==> src/hdl/ss_pkg.sv <==
`default_nettype none
package ss_pkg;

  localparam int MAX_ITEMS_DEF = 64;
  localparam int DATA_W        = 32;

  typedef enum logic [3:0] {
    S_LOAD,
    S_GAP_START,
    S_GAP_CHK,
    S_RD,
    S_CMP,
    S_SWAP,
    S_ADV,
    S_EMIT_RD,
    S_EMIT_OUT
  } ss_state_t;

  typedef struct packed {
    logic in_ready;
    logic load;
    logic gap_init;
    logic outer_init;
    logic rd_cmp;
    logic wr_lo;
    logic swap_hi;
    logic outer_inc;
    logic gap_halve;
    logic emit_init;
    logic rd_emit;
    logic emit_out;
  } ss_cmd_t;

  typedef struct packed {
    logic will_fill;
    logic count_zero;
    logic gap_zero;
    logic greater;
    logic lo_ge_gap;
    logic outer_last;
    logic out_free;
  } ss_sts_t;

endpackage
`default_nettype wire

==> src/hdl/ss_ctrl.sv <==
`default_nettype none
module ss_ctrl
  import ss_pkg::*;
(
  input  wire logic      clk,
  input  wire logic      rst_n,
  input  wire logic      in_valid,
  input  wire logic      in_last_item,
  input  wire ss_sts_t   sts,
  output ss_cmd_t        cmd,
  output ss_state_t      state
);

  ss_state_t state_r, state_nxt;

  always_ff @(posedge clk) begin
    if (!rst_n) begin
      state_r <= S_LOAD;
    end else begin
      state_r <= state_nxt;
    end
  end

  always_comb begin
    state_nxt = state_r;
    cmd       = '0;
    unique case (state_r)
      S_LOAD: begin
        cmd.in_ready = 1'b1;
        if (in_valid) begin
          cmd.load = 1'b1;
          // list ends on the flag or when this item fills the store
          if (in_last_item || sts.will_fill) state_nxt = S_GAP_START;
        end
      end
      S_GAP_START: begin
        cmd.gap_init = 1'b1;
        state_nxt    = S_GAP_CHK;
      end
      S_GAP_CHK: begin
        if (sts.gap_zero) begin
          cmd.emit_init = 1'b1;
          state_nxt     = S_EMIT_RD;
        end else begin
          cmd.outer_init = 1'b1;
          state_nxt      = S_RD;
        end
      end
      S_RD: begin
        cmd.rd_cmp = 1'b1;
        state_nxt  = S_CMP;
      end
      S_CMP: begin
        if (sts.greater) begin
          cmd.wr_lo = 1'b1;
          state_nxt = S_SWAP;
        end else begin
          state_nxt = S_ADV;
        end
      end
      S_SWAP: begin
        cmd.swap_hi = 1'b1;
        state_nxt   = sts.lo_ge_gap ? S_RD : S_ADV;
      end
      S_ADV: begin
        if (sts.outer_last) begin
          cmd.gap_halve = 1'b1;
          state_nxt     = S_GAP_CHK;
        end else begin
          cmd.outer_inc = 1'b1;
          state_nxt     = S_RD;
        end
      end
      S_EMIT_RD: begin
        cmd.rd_emit = 1'b1;
        state_nxt   = S_EMIT_OUT;
      end
      S_EMIT_OUT: begin
        if (sts.out_free) begin
          cmd.emit_out = 1'b1;
          state_nxt    = sts.outer_last ? S_LOAD : S_EMIT_RD;
        end
      end
      default: state_nxt = S_LOAD;
    endcase
  end

  assign state = state_r;

endmodule
`default_nettype wire

==> src/hdl/ss_dpath.sv <==
`default_nettype none
module ss_dpath
  import ss_pkg::*;
#(
  parameter int MaxItems = MAX_ITEMS_DEF
) (
  input  wire logic                     clk,
  input  wire logic                     rst_n,
  input  wire ss_cmd_t                  cmd,
  input  wire logic signed [DATA_W-1:0] in_value,
  input  wire logic                     out_ready,
  output ss_sts_t                       sts,
  output logic                          out_valid,
  output logic signed [DATA_W-1:0]      out_sorted_value,
  output logic                          out_last_result
);

  localparam int AW = (MaxItems > 1) ? $clog2(MaxItems) : 1;
  localparam int CW = $clog2(MaxItems + 1);

  logic signed [DATA_W-1:0] mem [MaxItems];

  logic [CW-1:0] count_r, count_nxt;
  logic [CW-1:0] gap_r, gap_nxt;
  logic [CW-1:0] outer_r, outer_nxt;
  logic [CW-1:0] inner_r, inner_nxt;
  logic signed [DATA_W-1:0] rd_a_r, rd_b_r;
  logic                     out_valid_r, out_valid_nxt;
  logic signed [DATA_W-1:0] out_value_r;
  logic                     out_last_r;

  logic [CW-1:0]            lo;
  logic [CW-1:0]            outer_inc;
  logic [AW-1:0]            rd_addr_a;
  logic                     we;
  logic [AW-1:0]            wr_addr;
  logic signed [DATA_W-1:0] wr_data;

  assign lo        = inner_r - gap_r;
  assign outer_inc = outer_r + CW'(1);
  assign rd_addr_a = cmd.rd_emit ? outer_r[AW-1:0] : lo[AW-1:0];

  assign sts.will_fill  = (count_r == CW'(MaxItems - 1));
  assign sts.count_zero = (count_r == '0);
  assign sts.gap_zero   = (gap_r == '0);
  assign sts.greater    = (rd_a_r > rd_b_r);
  assign sts.lo_ge_gap  = (lo >= gap_r);
  assign sts.outer_last = (outer_inc == count_r);
  assign sts.out_free   = !out_valid_r || out_ready;

  // one write port: load, then the two halves of a swap on separate cycles
  always_comb begin
    we      = 1'b0;
    wr_addr = count_r[AW-1:0];
    wr_data = in_value;
    if (cmd.load) begin
      we = 1'b1;
    end else if (cmd.wr_lo) begin
      we      = 1'b1;
      wr_addr = lo[AW-1:0];
      wr_data = rd_b_r;
    end else if (cmd.swap_hi) begin
      we      = 1'b1;
      wr_addr = inner_r[AW-1:0];
      wr_data = rd_a_r;
    end
  end

  always_ff @(posedge clk) begin
    if (we) mem[wr_addr] <= wr_data;
    if (cmd.rd_cmp || cmd.rd_emit) rd_a_r <= mem[rd_addr_a];
    if (cmd.rd_cmp) rd_b_r <= mem[inner_r[AW-1:0]];
  end

  always_comb begin
    count_nxt     = count_r;
    gap_nxt       = gap_r;
    outer_nxt     = outer_r;
    inner_nxt     = inner_r;
    out_valid_nxt = out_valid_r && !out_ready;
    if (cmd.load) count_nxt = count_r + CW'(1);
    if (cmd.gap_init) gap_nxt = count_r >> 1;
    if (cmd.gap_halve) gap_nxt = gap_r >> 1;
    if (cmd.outer_init) begin
      outer_nxt = gap_r;
      inner_nxt = gap_r;
    end
    if (cmd.outer_inc) begin
      outer_nxt = outer_inc;
      inner_nxt = outer_inc;
    end
    if (cmd.swap_hi) inner_nxt = lo;
    if (cmd.emit_init) outer_nxt = '0;
    if (cmd.emit_out) begin
      outer_nxt     = outer_inc;
      out_valid_nxt = 1'b1;
      if (sts.outer_last) count_nxt = '0;
    end
  end

  always_ff @(posedge clk) begin
    if (!rst_n) begin
      count_r     <= '0;
      gap_r       <= '0;
      outer_r     <= '0;
      inner_r     <= '0;
      out_valid_r <= 1'b0;
    end else begin
      count_r     <= count_nxt;
      gap_r       <= gap_nxt;
      outer_r     <= outer_nxt;
      inner_r     <= inner_nxt;
      out_valid_r <= out_valid_nxt;
    end
  end

  always_ff @(posedge clk) begin
    if (cmd.emit_out) begin
      out_value_r <= rd_a_r;
      out_last_r  <= sts.outer_last;
    end
  end

  assign out_valid        = out_valid_r;
  assign out_sorted_value = out_value_r;
  assign out_last_result  = out_last_r;

endmodule
`default_nettype wire

==> src/hdl/shell_sorter.sv <==
`default_nettype none
// Shell sorter: accepts a list of signed 32-bit values, one transaction per cycle, ending
// with in_last_item or when MaxItems values are held, then sorts it ascending (gap starts
// at count/2 and halves to 1, gapped insertion by backward compare-and-swap) and emits the
// values in order with out_last_result on the final one. Sorting takes per compare a read,
// the compare, then an advance or the second swap write, set by the single write port of
// the element memory, plus an advance when a run of swaps reaches the front of its gap,
// a gap check per gap, and a start step and closing gap check; each value is emitted by a
// read, then an output step that waits for a free output slot. Equal values may reorder.
// in_ready is low from the last loaded value until the last result is registered; that
// result may still wait on out_ready while the next list loads.
module shell_sorter
  import ss_pkg::*;
#(
  parameter int MaxItems = MAX_ITEMS_DEF
) (
  input  wire logic                     clk,
  input  wire logic                     rst_n,
  input  wire logic                     in_valid,
  output logic                          in_ready,
  input  wire logic signed [DATA_W-1:0] in_value,
  input  wire logic                     in_last_item,
  output logic                          out_valid,
  input  wire logic                     out_ready,
  output logic signed [DATA_W-1:0]      out_sorted_value,
  output logic                          out_last_result
);

  ss_cmd_t   cmd;
  ss_sts_t   sts;
  ss_state_t state;

  ss_ctrl u_ctrl (
    .clk          (clk),
    .rst_n        (rst_n),
    .in_valid     (in_valid),
    .in_last_item (in_last_item),
    .sts          (sts),
    .cmd          (cmd),
    .state        (state)
  );

  ss_dpath #(
    .MaxItems (MaxItems)
  ) u_dpath (
    .clk              (clk),
    .rst_n            (rst_n),
    .cmd              (cmd),
    .in_value         (in_value),
    .out_ready        (out_ready),
    .sts              (sts),
    .out_valid        (out_valid),
    .out_sorted_value (out_sorted_value),
    .out_last_result  (out_last_result)
  );

  assign in_ready = cmd.in_ready;

  // outside loading there is always a non-empty list
  a_list_nonempty: assert property (@(posedge clk) disable iff (!rst_n)
    (state != S_LOAD) |-> !sts.count_zero)
    else $error("sort or emit with empty list");

  // a compare pass never runs with a zero gap
  a_gap_nonzero: assert property (@(posedge clk) disable iff (!rst_n)
    (state == S_RD) |-> !sts.gap_zero)
    else $error("compare issued with zero gap");

  // first swap write is always followed by the second
  a_swap_pair: assert property (@(posedge clk) disable iff (!rst_n)
    cmd.wr_lo |=> cmd.swap_hi)
    else $error("swap left half done");

  // a result is registered only when the output slot is free
  a_no_overwrite: assert property (@(posedge clk) disable iff (!rst_n)
    cmd.emit_out |-> (!out_valid || out_ready))
    else $error("pending result overwritten");

endmodule
`default_nettype wire

==> config.mk <==
export PLATFORM = sky130hd
export DESIGN_NAME = shell_sorter
export DESIGN_NICKNAME = d
export VERILOG_FILES = /design/src/hdl/ss_pkg.sv /design/src/hdl/ss_ctrl.sv /design/src/hdl/ss_dpath.sv /design/src/hdl/shell_sorter.sv
export SDC_FILE = /design/constraint.sdc
export NUM_CORES = 2
export LEC_CHECK = 0
export BUFFER_PORTS_ARGS = -buffer_cell sky130_fd_sc_hd__clkbuf_2
export CAP_MARGIN = 20
export CORE_MARGIN = 5
export CORE_UTILIZATION = 60
export DETAILED_ROUTE_END_ITERATION = 8
export PLACE_DENSITY_LB_ADDON = 0.2
export REMOVE_ABC_BUFFERS = 1
export SYNTH_ARGS = -nofsm -noshare
export SYNTH_HDL_FRONTEND = slang
export SYNTH_HIERARCHICAL = 1
export SYNTH_SLANG_ARGS = --single-unit
==> constraint.sdc <==
create_clock -name clk -period 6.5 [get_ports clk]
set_input_delay 0.65 -clock clk [delete_from_list [all_inputs] [get_ports clk]]
set_output_delay 0.65 -clock clk [all_outputs]
set_load 0.02 [all_outputs]
==> results.tsv <==
stage	metric	value	unit
status	status	completed	
pwr	Net Sw Frac	22.0	%
sta	Fin. Hold Viols	0	
sta	Max-slew headroom	18.0	%
pwr	Lkg Pwr	35.2	nW
sta	achievable clock frequency	164	MHz
sta	crit share post-route	93.6	%
clock_tree	CTS tree	built	
place	detailed placer's ending HPWL	221000	µm
routing	Vias/cell	7.71	
floorplanning	I/O pin cnt	72	
clock_tree	H-tree depth	4	
yosys	post-synthesis cell area	102000	µm²
worst_setup_path	crit path max fanout	15	
sta	setup TNS	0	ps
clock_tree	CTS resizes	0	
pwr	Sw Pwr	6.50	mW
final_layout	layout overhead on the synthesized area	13.2	%
routing	antenna-violating nets left	0	
floorplanning	Initial Util	60.2	%
routing	Total Routed Length	336000	µm
routing	# DRC	0	
floorplanning	Die X	422	µm
routing	Initial DRC Count	10500	
routing	drt first pass iters	7	
worst_setup_path	CP Capture Type	flip-flop	
grt	GR Overflow Total	0	
clock_tree	Bufs on Longest Clock Path	3	
floorplanning	Die Ht	422	µm
clock_tree	Root Buffer	clkbuf_16	
sta	worst hold margin	315	ps
grt	GRT Total Usage	38.1	%
sta	Slew @ Worst Pin	1220	ps
sta	RSZ-0062 raised after global routing	no	
routing	wire length per cell	42.6	µm
routing	via count	60900	
worst_setup_path	critical path arrival	6600	ps
clock_tree	Hold Buf Count CTS	0	
final_layout	layout cells sized above 1	35.8	%
grt	largest net degree at the start of global routing	110	
grt	antenna violations before repair	24	
pwr	Seq pwr share	52.7	%
sta	final setup skew	29.7	ps
worst_setup_path	CP required	7010	ps
sta	Slew Viols, Final	0	
floorplanning	Floorplan Core Area	169000	µm²
place	Place WS	688	ps
min_path	Hold Crit Class	input pin to flip-flop	
floorplanning	placement row count	151	
grt	first-pass GRT wire length	471000	µm
pwr	Cell Pwr Density	256	nW/µm²
pwr	P_int	23.0	mW
clock_tree	clock-pin transition on the worst setup and hold timing paths	60	ps
final_layout	Final #Nets	5562	
worst_setup_path	crit path launch type	flip-flop	
grt	vias in the first global route	59700	
sta	Final min period	6080	ps
job	number of max-cap violations	0	
yosys	Gate Count Post-Synth	5265	
pwr	Worst VDD drop	0.000277	V
pwr	Comb power frac	4.8	%
sta	Final Setup Violations	0	
clock_tree	TritonCTS Buffers	214	
clock_tree	later-pin clock latency in the skew report	870	ps
worst_setup_path	crit path kind	flip-flop to flip-flop	
worst_setup_path	FF-to-FF setup slack	420	ps
place	input/output buffers	71	
yosys	Mean Syn Cell Area	19.3	µm²
floorplanning	die area	178000	µm²
clock_tree	Post-CTS Setup Bufs	0	
sta	final worst setup slack	419	ps
pwr	Clk pwr share	42.5	%
clock_tree	Sink Count	2177	
yosys	YS warnings	6	
place	RePlAce Congestion	0.947	
[layer usage]
| layer | share of wire [%] | track usage [%] | vias to the layer above |
|---|---|---|---|
| met3 | 14 | 10.4 | 939 |
| met5 | 0.021 | 0 | - |
| met2 | 45 | 56.3 | 5424 |
| met1 | 33 | 51.2 | 31700 |
| li1 | - | - | 22800 |
| met4 | 7.9 | 23.8 | 10 |
[power groups by stage]
| stage | clock network [mW] | registers [mW] | logic (mW) |
|---|---|---|---|
| finish | 12.5 | 15.5 | 1.42 |
| global route | 13.2 | 15.5 | 1.44 |
| CTS | 12.6 | 15.5 | 1.38 |
| detailed placement | 0 | 15.8 | 1.37 |
| global placement | 0 | 15.8 | 1.36 |
| floorplan | 0 | 15.9 | 0.787 |
[worst max-delay path, stage by stage, from the launching register on]
cell	delay, ps
edfxtp_1	420
ha_1	330
a21o_1	190
a21o_1	180
a211oi_1	540
o31ai_1	160
o31ai_1	220
o2111ai_1	170
mux2i_1	400
inv_1	120
nor4_1	700
buf_4	320
a22oi_1	130
o21ai_0	440
nand2_1	160
nor2_1	330
nand3_1	300
nor2_4	250
buf_4	330
[per-stage QoR]
step,std cells,instance area [µm²],utilization [%],power [mW]
floorplan,4860,99900,-,16.6
global placement,7475,108000,63.9,17.2
detailed placement,7476,108000,63.9,17.2
CTS,7875,115000,68.1,29.5
global route,7886,115000,68.1,30.2
finish,7891,115000,68.1,29.5
[sequential cells by signal (all words and copies together) (netlist names), 4 cells and up]
register / count
u_dpath/outer_r: 7
u_dpath/inner_r: 7
u_dpath/count_r: 7
u_dpath/rd_a_r: 32
u_dpath/gap_r: 6
u_dpath/rd_b_r: 32
u_dpath/mem: 2048
u_ctrl/state: 4
u_dpath/out_sorted_value: 32
[final cells by class]
type	instances	area [µm²]
Antenna cell	13	32.5
Clock buffer	253	5540
Clock inverter	146	1470
Fill cell	10500	53800
Inverter	55	209
Multi-Input combinational cell	2628	35600
Sequential cell	2177	65100
Tap cell	2218	2780
Timing Repair Buffer	401	4330
[path summary, 6_finish.rpt]
| path | endpoint | start | depth (start not counted) |
|---|---|---|---|
| worst max-delay path | u_dpath/mem[46][21]$_DFFE_PP_ | u_dpath/rd_a_r[9]$_DFFE_PP_ | 18 |
| worst min-delay path | u_dpath/out_valid$_SDFF_PN0_ | out_ready | 3 |
| worst max register to register | u_dpath/mem[46][21]$_DFFE_PP_ | u_dpath/rd_a_r[9]$_DFFE_PP_ | 18 |
| worst min register to register | u_dpath/out_sorted_value[18]$_DFFE_PP_ | u_dpath/rd_a_r[18]$_DFFE_PP_ | 0 |
[cell usage in the layout, fill, tap and decap left out, types with 47 or more instances in the layout]
| cell | instances |
|---|---|
| mux4_2 | 1156 |
| nand3_1 | 171 |
| nand2_1 | 423 |
| nor2_4 | 63 |
| a21oi_1 | 65 |
| buf_12 | 119 |
| ha_1 | 47 |
| inv_1 | 50 |
| mux2i_1 | 131 |
| nor2_1 | 84 |
| clkinv_1 | 51 |
| clkbuf_2 | 71 |
| clkbuf_16 | 216 |
| edfxtp_1 | 2145 |
| buf_4 | 208 |
Power figures use the tool's default switching activity.
